--- src/rtl/tctd_pkg.sv ---
// shared types, constants and codes for the two-color tile encoder with tile table
`default_nettype none

package tctd_pkg;

    localparam int TABLE_DEPTH = 256;
    localparam int TILE_ROWS   = 8;
    localparam int PIX_PER_ROW = 8;
    localparam int PIX_W       = 4;
    localparam int ROW_BITS    = 8;
    localparam int WORD_W      = TILE_ROWS * ROW_BITS;

    localparam int IDX_W = (TABLE_DEPTH > 1) ? $clog2(TABLE_DEPTH) : 1;
    localparam int CNT_W = $clog2(TABLE_DEPTH + 1);
    localparam int ROW_W = $clog2(TILE_ROWS);

    typedef enum logic [0:0] {
        KIND_ROW   = 1'b0,
        KIND_CLEAR = 1'b1
    } kind_t;

    typedef enum logic [1:0] {
        STATUS_OK    = 2'd0,
        STATUS_MULTI = 2'd1,
        STATUS_FULL  = 2'd2
    } status_t;

    typedef enum logic [1:0] {
        ST_IDLE,
        ST_SEARCH,
        ST_EMIT
    } state_t;

    typedef struct packed {
        kind_t       kind;
        logic [31:0] row_pixels;
    } req_t;

    typedef struct packed {
        logic [7:0] tile_index;
        logic       is_new;
        status_t    status;
        logic [8:0] tile_count;
    } rsp_t;

    typedef struct packed {
        logic [ROW_BITS-1:0] pattern;
        logic [ROW_BITS-1:0] color;
        logic                bad;
    } row_code_t;

    typedef struct packed {
        logic [WORD_W-1:0] pattern;
        logic [WORD_W-1:0] color;
    } entry_t;

    typedef struct packed {
        logic   failed;
        entry_t entry;
    } tile_t;

endpackage

`default_nettype wire

--- src/rtl/tctd_tile_acc.sv ---
// row encoder and tile accumulator: pattern and color words, row counter, failed flag
`default_nettype none

module tctd_tile_acc (
    input  wire logic                      clk,
    input  wire logic                      rst_n,
    input  wire logic                      row_en,
    input  wire logic                      clear,
    input  wire logic [31:0]               pixels,
    output      logic                      last_row,
    output      tctd_pkg::tile_t           tile
);

    logic [tctd_pkg::WORD_W-1:0] pattern_reg, pattern_next;
    logic [tctd_pkg::WORD_W-1:0] color_reg, color_next;
    logic                        failed_reg, failed_next;
    logic [tctd_pkg::ROW_W-1:0]  row_reg, row_next;
    tctd_pkg::row_code_t         code;

    function automatic tctd_pkg::row_code_t encode_row(input logic [31:0] pix);
        logic [tctd_pkg::PIX_W-1:0] first;
        logic [tctd_pkg::PIX_W-1:0] second;
        logic [tctd_pkg::PIX_W-1:0] c;
        logic                       have;
        tctd_pkg::row_code_t        rc;
        first  = pix[tctd_pkg::PIX_W-1:0];
        second = '0;
        have   = 1'b0;
        rc     = '0;
        for (int x = 0; x < tctd_pkg::PIX_PER_ROW; x++)
        begin
            c = pix[tctd_pkg::PIX_W*x +: tctd_pkg::PIX_W];
            if (c != first)
            begin
                rc.pattern[tctd_pkg::PIX_PER_ROW-1-x] = 1'b1;
                if (!have)
                begin
                    second = c;
                    have   = 1'b1;
                end
                else if (c != second)
                begin
                    rc.bad = 1'b1;
                end
            end
        end
        rc.color = {second, first};
        return rc;
    endfunction

    assign last_row = (row_reg == tctd_pkg::ROW_W'(tctd_pkg::TILE_ROWS - 1));
    assign code     = encode_row(pixels);

    always_comb
    begin
        pattern_next = pattern_reg;
        color_next   = color_reg;
        failed_next  = failed_reg;
        row_next     = row_reg;
        if (clear)
        begin
            row_next    = '0;
            failed_next = 1'b0;
        end
        else if (row_en)
        begin
            // first row of a tile starts fresh words
            if (row_reg == '0)
            begin
                pattern_next = '0;
                color_next   = '0;
                failed_next  = code.bad;
            end
            else
            begin
                failed_next = failed_reg | code.bad;
            end
            pattern_next[tctd_pkg::ROW_BITS*row_reg +: tctd_pkg::ROW_BITS] = code.pattern;
            color_next[tctd_pkg::ROW_BITS*row_reg +: tctd_pkg::ROW_BITS]   = code.color;
            row_next = last_row ? '0 : row_reg + 1'b1;
        end
    end

    always_ff @(posedge clk or negedge rst_n)
    begin
        if (!rst_n)
        begin
            row_reg    <= '0;
            failed_reg <= 1'b0;
        end
        else
        begin
            row_reg    <= row_next;
            failed_reg <= failed_next;
        end
    end

    always_ff @(posedge clk)
    begin
        pattern_reg <= pattern_next;
        color_reg   <= color_next;
    end

    assign tile.failed        = failed_reg;
    assign tile.entry.pattern = pattern_reg;
    assign tile.entry.color   = color_reg;

endmodule

`default_nettype wire

--- config.mk ---
export PLATFORM = sky130hd
export DESIGN_NAME = tctd_tile_acc
export DESIGN_NICKNAME = d
export VERILOG_FILES = /design/src/rtl/tctd_pkg.sv /design/src/rtl/tctd_tile_acc.sv
export SDC_FILE = /design/constraint.sdc
export NUM_CORES = 1
export LEC_CHECK = 0
export ABC_AREA = 1
export BUFFER_PORTS_ARGS = -buffer_cell sky130_fd_sc_hd__clkbuf_2
export CAP_MARGIN = 10
export CORE_ASPECT_RATIO = 0.7
export CORE_MARGIN = 3
export CORE_UTILIZATION = 25
export DETAILED_ROUTE_END_ITERATION = 16
export HOLD_SLACK_MARGIN = 0.15
export PLACE_DENSITY = 0.54
export SLEW_MARGIN = 5
export SYNTH_ARGS = -nofsm -noshare
export SYNTH_HDL_FRONTEND = slang
export SYNTH_SLANG_ARGS = --single-unit
--- constraint.sdc ---
create_clock -name clk -period 5.05 [get_ports clk]
set_clock_uncertainty 0.1 [all_clocks]
set_input_delay 0.505 -clock clk [delete_from_list [all_inputs] [get_ports clk]]
set_output_delay 0.505 -clock clk [all_outputs]
set_load 0.1 [all_outputs]
==> results of run 1 <==
==> final cells by class <==
class	count	area, µm²
clock buffers	17	425.4
multi-input cells	475	2281
well taps	325	406.6
fillers	2603	16780
repair buffers	167	863.3
flip-flops and latches	124	3704
inverters	61	235.2
clock inverters	15	163.9
==> critical path: cells and delay by family, from the launching register on <==
kind                     cells  cell delay (ns)
adder cells (fa/ha/maj)      1             0.71
AND/OR/NAND/NOR              3             1.28
flip-flops                   1             0.88
buffers and inverters        2             1.06
==> kinds of logic after synthesis <==
kind of cell	Yosys count	share of synthesized area, %
buffers and inverters	94	6.721
other	1	0.05873
flip-flops	124	58.01
AO/OA/AOI/OAI	20	1.744
adder cells (fa/ha/maj)	8	1.568
AND/OR/NAND/NOR	422	29.57
XOR/XNOR	17	2.332
==> stage by stage <==
step	instance area, µm²	total power [mW]	hold WS (ns)
after floorplan	6411	1.736	0.1094
after detailed placement	7477	1.879	0.2197
after global placement	7477	1.877	0.2199
after global routing	8079	3.185	0.3117
after CTS	8077	3.096	0.2620
final	8079	3.081	0.2751
==> final timing paths <==
check / slack (ns) / depth (start not counted) / end
setup reg to reg: 0.83 / 6 / color_reg[49]
hold / removal: 0.28 / 4 / failed_reg
setup / recovery: 0.83 / 6 / color_reg[49]
min in group asynchronous: 0.36 / 2 / row_reg[2]
max in group asynchronous: 4.35 / 2 / failed_reg
hold reg to reg: 0.41 / 2 / failed_reg
==> per-layer routing <==
layer / wire, µm / track usage (%) / vias up
li1: - / - / 2541
met1: 9946 / 21.66 / 2454
met2: 8227 / 20.44 / 212
met3: 1759 / 4.671 / 23
met4: 254 / 3.711 / 2
met5: 9 / 0 / -
==> cells in the final DEF (no fill, tap or decap), types with 2 or more instances in the layout <==
cell and instances:
bufinv_16 2, nor2_1 156, clkbuf_16 17, o21bai_1 2
clkinvlp_4 6, clkbuf_2 157, inv_1 48, edfxtp_1 120
nand2_4 3, nand3_2 2, xnor2_1 2, inv_2 7
nor3_1 8, nor2_2 22, a21oi_1 10, nand2_1 150
buf_4 9, nand4_1 12, conb_1 8, inv_4 2
xor2_1 15, o21ai_0 6, nand2_2 6, clkinv_1 4
nor2_4 6, nand3_1 53, dfrtp_1 4, ha_1 8
inv_6 4
==> report_power, final <==
group / switching (mW) / internal [mW] / leakage, nW
clock: 0.490 / 0.734 / 0.269
sequential: 0.0244 / 1.18 / 1.23
combinational: 0.554 / 0.103 / 1.97
total: 1.07 / 2.01 / 3.48
==> what timing repair did <==
action,CTS,global route
hold endpoints to repair,4,0
hold buffers,1,0
gates resized for setup,0,0
==> results.yml, run 1 <==
run_status:
  status: "complete, no violations"
synthesis:
  synth_top_cell_by_area: "edfxtp_1"
  synth_area_mm2: 0.006385
  ys_seq_elements: 124
  yosysMostFrequentCell: "nor2_1"
  synth-edff-count: 120
  ys_warn_count: 0
  synth-seq-area-share_pct: 58.01
  yosysUniqueCellTypes: 35
  async_reset_ff_share_pct: 3.226
  ys.flop_type: "edfxtp_1"
  netlist_instances: 686
  synth_top_area_share_pct: 56.44
  ys_top_cells_by_count: "nor2_1, nand2_1, edfxtp_1, nand3_1, inv_1"
  synth.area.top_cells: "edfxtp_1, nor2_1, nand2_1"
  syn_avg_cell_area_um2: 9.307
worst_setup_path:
  cp.required_ns: 5.19
  critPathMaxFanout: 28
  reg2reg_from: "row_reg[0]"
  crit_path_cell_trace: "clkinv_1, ha_1, clkinv_1, nor2_1, nand2_1, nor2_1"
  critPathLaunchType: "flop"
  critPathKind: "reg -> reg"
  cp.arrival_ns: 4.36
  cp_slowest_stage_delay_ns: 0.91
  crit_slowest_cell: "nor2_1"
  crit_start: "row_reg[0]"
  cp-end-kind: "flop"
sta:
  layout_min_cycle_time_ns: 4.225
  slew_violations: 0
  layout_setup_ws_ns: 0.8252
  tns_ns: 0
  timing.fmax_ghz: 0.2367
  grt_setup_unrepaired: "false"
  finalHoldViolCount: 0
  period_share_pct: 83.66
  worst_pin_slew_ns: 0.9749
  setup_viol: 0
  maxSlewHeadroom_pct: 34.77
cells_and_area:
  drive_gt1_share_pct: 28.99
  stdcell_count: 1184
  nets: 890
  syn_to_final_growth_pct: 26.53
  largest_reg_flops: 64
  fin_util_pct: 32.49
  diodes: 0
floorplanning:
  placementRows: 48
  core_mm2: 0.02486
  chipHeight_um: 139.7
  dieArea_mm2: 0.02752
  die_x_um: 197.0
  start_util_pct: 25.68
  io_pins: 166
clock_network:
  cts.reportedPaths.clkPinSlew_ns: 0.06
  clk_path_buf_depth: 2
  cts_buffers: 17
  htreeDepth: 4
  clock-sinks: 124
  insertion_delay_ns: 0.42
  cts_root_buf: "clkbuf_16"
  cts_tree: "yes"
  post_cts_buffers: 0
grt:
  grt-ovfl-total: 0
  grt_pass1_wl_mm: 29.97
  grt.total_usage_pct: 14.60
  antenna_found_initial: 1
  grt_max_degree: 29
  grt_pass1_vias: 4807
placement:
  place_ws_ns: 0.8959
  portBuffers: 157
  hpwl_mm: 15.25
  dpl.cell_count: 1151
  gp_congestion: 0.8830
min_path:
  worstHoldStart: "clear"
  hold_class: "in -> reg"
routing:
  detail_route.wl_per_cell_um: 17.06
  ant_nets: 0
  viasPerCell: 4.419
  drt-total-wl_mm: 20.20
  drc_errors: 0
  drt_iter0_markers: 449
  dr.pass1.iters: 5
  vias: 5232
power:
  powerDensity_mw_per_mm2: 381.4
  p_leak_nw: 3.476
  ir_drop_uv: 247.8
job:
  drv_cap: 0
No activity file was read; power rests on OpenSTA's default activity.
==> run 2: changes to the inputs <==
- ABC_AREA: 1 -> 0
- PLACE_DENSITY: 0.54 -> 0.56
- clock period: 5.05 -> 3.65 ns (I/O delays scaled with it)
==> run 2 against run 1 <==
Sequential share of layout area increased by 1.7 points. Critical path depth unchanged. Combinational power increased by 61%. Critical endpoint is now color_reg[23]. Area after synthesis decreased by 5.9%. Die area decreased by 5.7%. Via count decreased by 18%. Routed wire length decreased by 8.2%. Sequential cell count unchanged. Cell area decreased by 3.5%. Count of clock-buffer cells in the layout increased by 1. Largest cell class unchanged. Global-route usage decreased by 0.36 points. Total power increased by 52%.
==> results.yml, run 2 <==
synthesis:
  async_reset_ff_share_pct: 3.226
  synth_top_area_share_pct: 60.00
  ys_warn_count: 0
  synth.area.top_cells: "edfxtp_1, nor2_1, xnor2_1"
  yosysUniqueCellTypes: 61
  yosysMostFrequentCell: "nor2_1"
  synth-edff-count: 120
  synth_top_cell_by_area: "edfxtp_1"
  ys_top_cells_by_count: "nor2_1, edfxtp_1, xnor2_1, nand2_1, xor2_1"
  ys_seq_elements: 124
  synth-seq-area-share_pct: 61.67
  netlist_instances: 490
  syn_avg_cell_area_um2: 12.26
  synth_area_mm2: 0.006006
  ys.flop_type: "edfxtp_1"
floorplanning:
  start_util_pct: 25.96
  io_pins: 166
  placementRows: 46
  chipHeight_um: 135.7
  die_x_um: 191.3
  core_mm2: 0.02314
  dieArea_mm2: 0.02595
cells_and_area:
  drive_gt1_share_pct: 34.43
  layout_common_cells: "clkbuf_2, nor2_1, edfxtp_1"
  syn_to_final_growth_pct: 29.77
  n_fill_cell: 2333
  final_common_cell: "clkbuf_2"
  final-seq-area_mm2: 0.003704
  diodes: 0
  multi_input_area_mm2: 0.002046
  nets: 699
  largest_reg_flops: 64
sta:
  grt_setup_unrepaired: "false"
  setup_viol: 0
  maxSlewHeadroom_pct: 56.17
  finalHoldViolCount: 0
  layout_min_cycle_time_ns: 2.872
  timing.fmax_ghz: 0.3482
  tns_ns: 0
  slew_violations: 0
  worst_pin_slew_ns: 0.6558
  period_share_pct: 78.69
clock_network:
  hold_buffers: 2
  cts_buffers: 17
  clock-sinks: 124
  htreeDepth: 4
  clk_path_buf_depth: 2
  insertion_delay_ns: 0.42
  post_cts_buffers: 0
  cts_tree: "yes"
  cts.reportedPaths.clkPinSlew_ns: 0.06
  cts_root_buf: "clkbuf_16"
  cts_resized: 0
min_path:
  hold_class: "in -> async"
placement:
  gp_congestion: 0.8715
  hpwl_mm: 13.68
  portBuffers: 157
routing:
  drc_errors: 0
  ant_nets: 0
  drt_iter0_markers: 221
  dr.pass1.iters: 4
  viasPerCell: 4.403
  detail_route.wl_per_cell_um: 18.93
  drt-total-wl_mm: 18.55
  vias: 4315
power:
  powerDensity_mw_per_mm2: 599.9
  ir_drop_uv: 286.2
  p_leak_nw: 3.022
  total_power_mw: 4.676
grt:
  grt_pass1_vias: 4220
  grt.total_usage_pct: 14.24
  grt-ovfl-total: 0
  grt_pass1_wl_mm: 26.74
  grt_max_degree: 17
  antenna_found_initial: 0
worst_setup_path:
  critPathMaxFanout: 13
  cp.required_ns: 3.80
  cp.arrival_ns: 3.03
  critPathLaunchType: "flop"
  critPathKind: "reg -> reg"
  cp-end-kind: "flop"
run_status:
  status: "complete, no violations"
job:
  drv_cap: 0
==> run 2: cell count changes in the layout (fill, tap and decap cells not counted), sizes merged, moves of 5 or more <==
cell	delta
nand2	-136
buf	+6
xnor2	+33
a31oi	+6
a41oi	+5
nand3	-52
nand4	-5
nor2	-55
o21ai	-6
inv	-44
and2	+8
==> run 2: final timing paths <==
| path | start | endpoint | slack (ns) | depth (start not counted) |
|---|---|---|---|---|
| setup / recovery | row_reg[0] | color_reg[23] | 0.78 | 6 |
| hold / removal | rst_n | row_reg[2] | 0.21 | 2 |
| max in group asynchronous | rst_n | failed_reg | 3.10 | 2 |
| hold reg to reg | row_reg[2] | row_reg[2] | 0.54 | 2 |
| min in group clk | row_en | row_reg[0] | 0.22 | 3 |
| setup reg to reg | row_reg[0] | color_reg[23] | 0.78 | 6 |
==> run 2: metal layers <==
| layer | share of wire, % | global-route usage (%) | vias up | routed length, µm |
|---|---|---|---|---|
| met4 | 1.6 | 5.418 | 0 | 290 |
| met1 | 48 | 20.19 | 2130 | 8832 |
| met3 | 6.0 | 3.672 | 16 | 1111 |
| li1 | - | - | 2037 | - |
| met2 | 45 | 20.85 | 132 | 8313 |
| met5 | 0 | 0 | - | 0 |
==> run 2: critical path, cell delays in order, from the launching register on <==
cell and delay, ns:
dfrtp_1 0.60, inv_1 0.19, ha_1 0.24, ha_1 0.40
nor2b_1 0.37, nand3_1 0.56, nor2_1 0.24
==> run 2: per-stage QoR <==
step	setup WS, ns	hold slack (ns)	util [%]	std cells	area [µm²]
after floorplan	0.6247	-0.03059	-	497	6032
after global placement	0.2949	0.09134	30.69	946	7102
after detailed placement	0.3247	0.08462	30.69	946	7102
after CTS	0.7498	0.1937	33.68	980	7794
after global routing	0.4426	0.2189	33.68	980	7794
final	0.7779	0.2098	33.68	980	7794
==> run 2: power breakdown <==
| group | leakage [nW] | internal (mW) | total [mW] | switching [mW] |
|---|---|---|---|---|
| clock | 0.318 | 1.28 | 1.94 | 0.652 |
| combinational | 1.54 | 0.184 | 1.06 | 0.877 |
| sequential | 1.17 | 1.65 | 1.68 | 0.0318 |
==> run 2: layout make-up <==
class                           count  area share, %
Clock buffer                       18          5.507
Clock inverter                     14          3.114
Inverter                           17         0.8188
Multi-Input combinational cell    321          26.25
Sequential cell                   124          47.52
Tap cell                          312          5.009
Timing Repair Buffer              174          11.78
==> run 2: cell families after synthesis <==
family	after synthesis	share of synthesized area [%]
flops	124	61.67
mux	7	1.437
simple gates	204	16.44
xor+xnor	53	8.542
other cells	1	0.06244
fa+ha+maj	8	1.667
compound gates	41	5.479
buf+inv	52	4.708
==> run 3: changes to the inputs <==
- ABC_AREA: 0 -> 1
- PLACE_DENSITY: 0.56 -> 0.55
- clock period: 3.65 -> 2.3 ns (I/O delays scaled with it)
==> run 3 against run 2 <==
Sequential power grew 56%. Via count rose by 29%. Register-to-register slack got worse by 0.66 ns. Routed wire length is 15% higher. Total power is 48% higher.
==> results.yml, run 3 (synthesis gave the netlist of run 1 again) <==
clock_network:
  htreeDepth: 4
  cts_buffers: 17
  insertion_delay_ns: 0.41
  clock-sinks: 124
  clk_path_buf_depth: 2
  cts.reportedPaths.clkPinSlew_ns: 0.06
  cts_tree: "yes"
  cts_root_buf: "clkbuf_16"
cells_and_area:
  diodes: 0
  n_fill_cell: 2561
  nets: 981
  drive_gt1_share_pct: 37.68
  syn_to_final_growth_pct: 40.33
  stdcell_count: 1275
  largest_reg_flops: 64
  layout_common_cells: "clkbuf_2, nor2_1, nand2_1"
  final_common_cell: "clkbuf_2"
grt:
  grt-ovfl-total: 0
  grt.total_usage_pct: 15.48
  grt_pass1_wl_mm: 31.93
  antenna_found_initial: 0
  grt_pass1_vias: 5311
  grt_max_degree: 28
placement:
  gp_congestion: 0.8835
  portBuffers: 157
  hpwl_mm: 16.33
  dpl.cell_count: 1237
worst_setup_path:
  critPathMaxFanout: 20
  r2r_slack_ns: 0.12
  critPathLaunchType: "flop"
  critPathKind: "reg -> reg"
  reg2reg_to: "color_reg[10]"
  cp.required_ns: 2.47
  worstRegToRegCells: 7
  crit_start: "row_reg[0]"
  reg2reg_from: "row_reg[0]"
  cp-end-kind: "flop"
  cp.arrival_ns: 2.36
power:
  total_power_mw: 6.923
  powerDensity_mw_per_mm2: 772.6
  ir_drop_uv: 358.9
  p_leak_nw: 3.950
job:
  drv_cap: 0
min_path:
  min_delay_worst_endpoint: "color_reg[6]"
  hold_class: "in -> reg"
  holdPathStages: 5
  worstHoldStart: "pixels[30]"
floorplanning:
  start_util_pct: 25.68
  placementRows: 48
  io_pins: 166
  die_x_um: 197.0
  chipHeight_um: 139.7
  dieArea_mm2: 0.02752
  core_mm2: 0.02486
sta:
  period_share_pct: 94.87
  maxSlewHeadroom_pct: 58.39
  setup_viol: 0
  worst_pin_slew_ns: 0.6218
  timing.fmax_ghz: 0.4583
  slew_violations: 0
  layout_min_cycle_time_ns: 2.182
  finalHoldViolCount: 0
routing:
  drt-total-wl_mm: 21.40
  vias: 5559
  drt_iter0_markers: 534
  ant_nets: 0
  drc_errors: 0
  dr.pass1.iters: 5
  detail_route.wl_per_cell_um: 16.79
  viasPerCell: 4.360
run_status:
  status: "complete, no violations"
run 3: routing by layer:
metal | track usage (%) | routed length (µm) | share of wire (%)
met4 | 3.261 | 159 | 0.74
met2 | 22.36 | 9023 | 42
met3 | 3.800 | 1430 | 6.7
met5 | 0 | 0 | 0
met1 | 23.40 | 10790 | 50
run 3: how the worst max path moves through the flow:
stage	to	slack, ns	cells after the start
final	color_reg[10]	0.12	7
after global routing	color_reg[28]	-0.01	20
after CTS	color_reg[12]	0.1	18
after detailed placement	color_reg[28]	-0.31	18
after global placement	color_reg[44]	-0.27	18
after floorplan	color_reg[4]	0.004	8
run 3: cell type report:
type / count / area, µm² / share of cell area [%]
Clock buffer: 18 / 429.2 / 4.790
Clock inverter: 14 / 147.6 / 1.648
Inverter: 61 / 240.2 / 2.681
Multi-Input combinational cell: 475 / 2409 / 26.88
Sequential cell: 124 / 3704 / 41.34
Tap cell: 325 / 406.6 / 4.538
Timing Repair Buffer: 258 / 1624 / 18.13
run 3: what timing repair did:
action                     4_1_cts  5_1_grt
hold endpoints to repair         8        0
setup endpoints to repair        0       21
hold buffers                     5        0
buffers inserted                 0        1
gates resized for setup          0       13
run 3: metrics by stage:
step                utilization (%)  setup slack, ns  hold slack [ns]  setup TNS [ns]  cell area, µm²
floorplan                         -         0.004408          -0.1656               0            6524
global placement              33.35          -0.2694         -0.05854          -4.986            8293
detailed placement            33.35          -0.3108         -0.05408          -6.229            8293
CTS                           35.87          0.09653           0.2810               0            8920
global route                  36.04         -0.01497           0.3020        -0.03234            8960
finish                        36.04           0.1180           0.3035               0            8960
run 3: critical path, cell delays in order, from the launching register on:
cell and delay, ns:
dfrtp_1 0.39, clkinv_4 0.06, ha_1 0.19, ha_1 0.24, buf_12 0.18, nor2_1 0.50, nand3_1 0.25, nor2_1 0.15
run 3: power by group:
part | internal, mW | switching (mW) | total, mW
registers | 2.58 | 0.0393 | 2.62
clock network | 1.60 | 1.03 | 2.62
logic | 0.365 | 1.32 | 1.68
total | 4.54 | 2.38 | 6.92
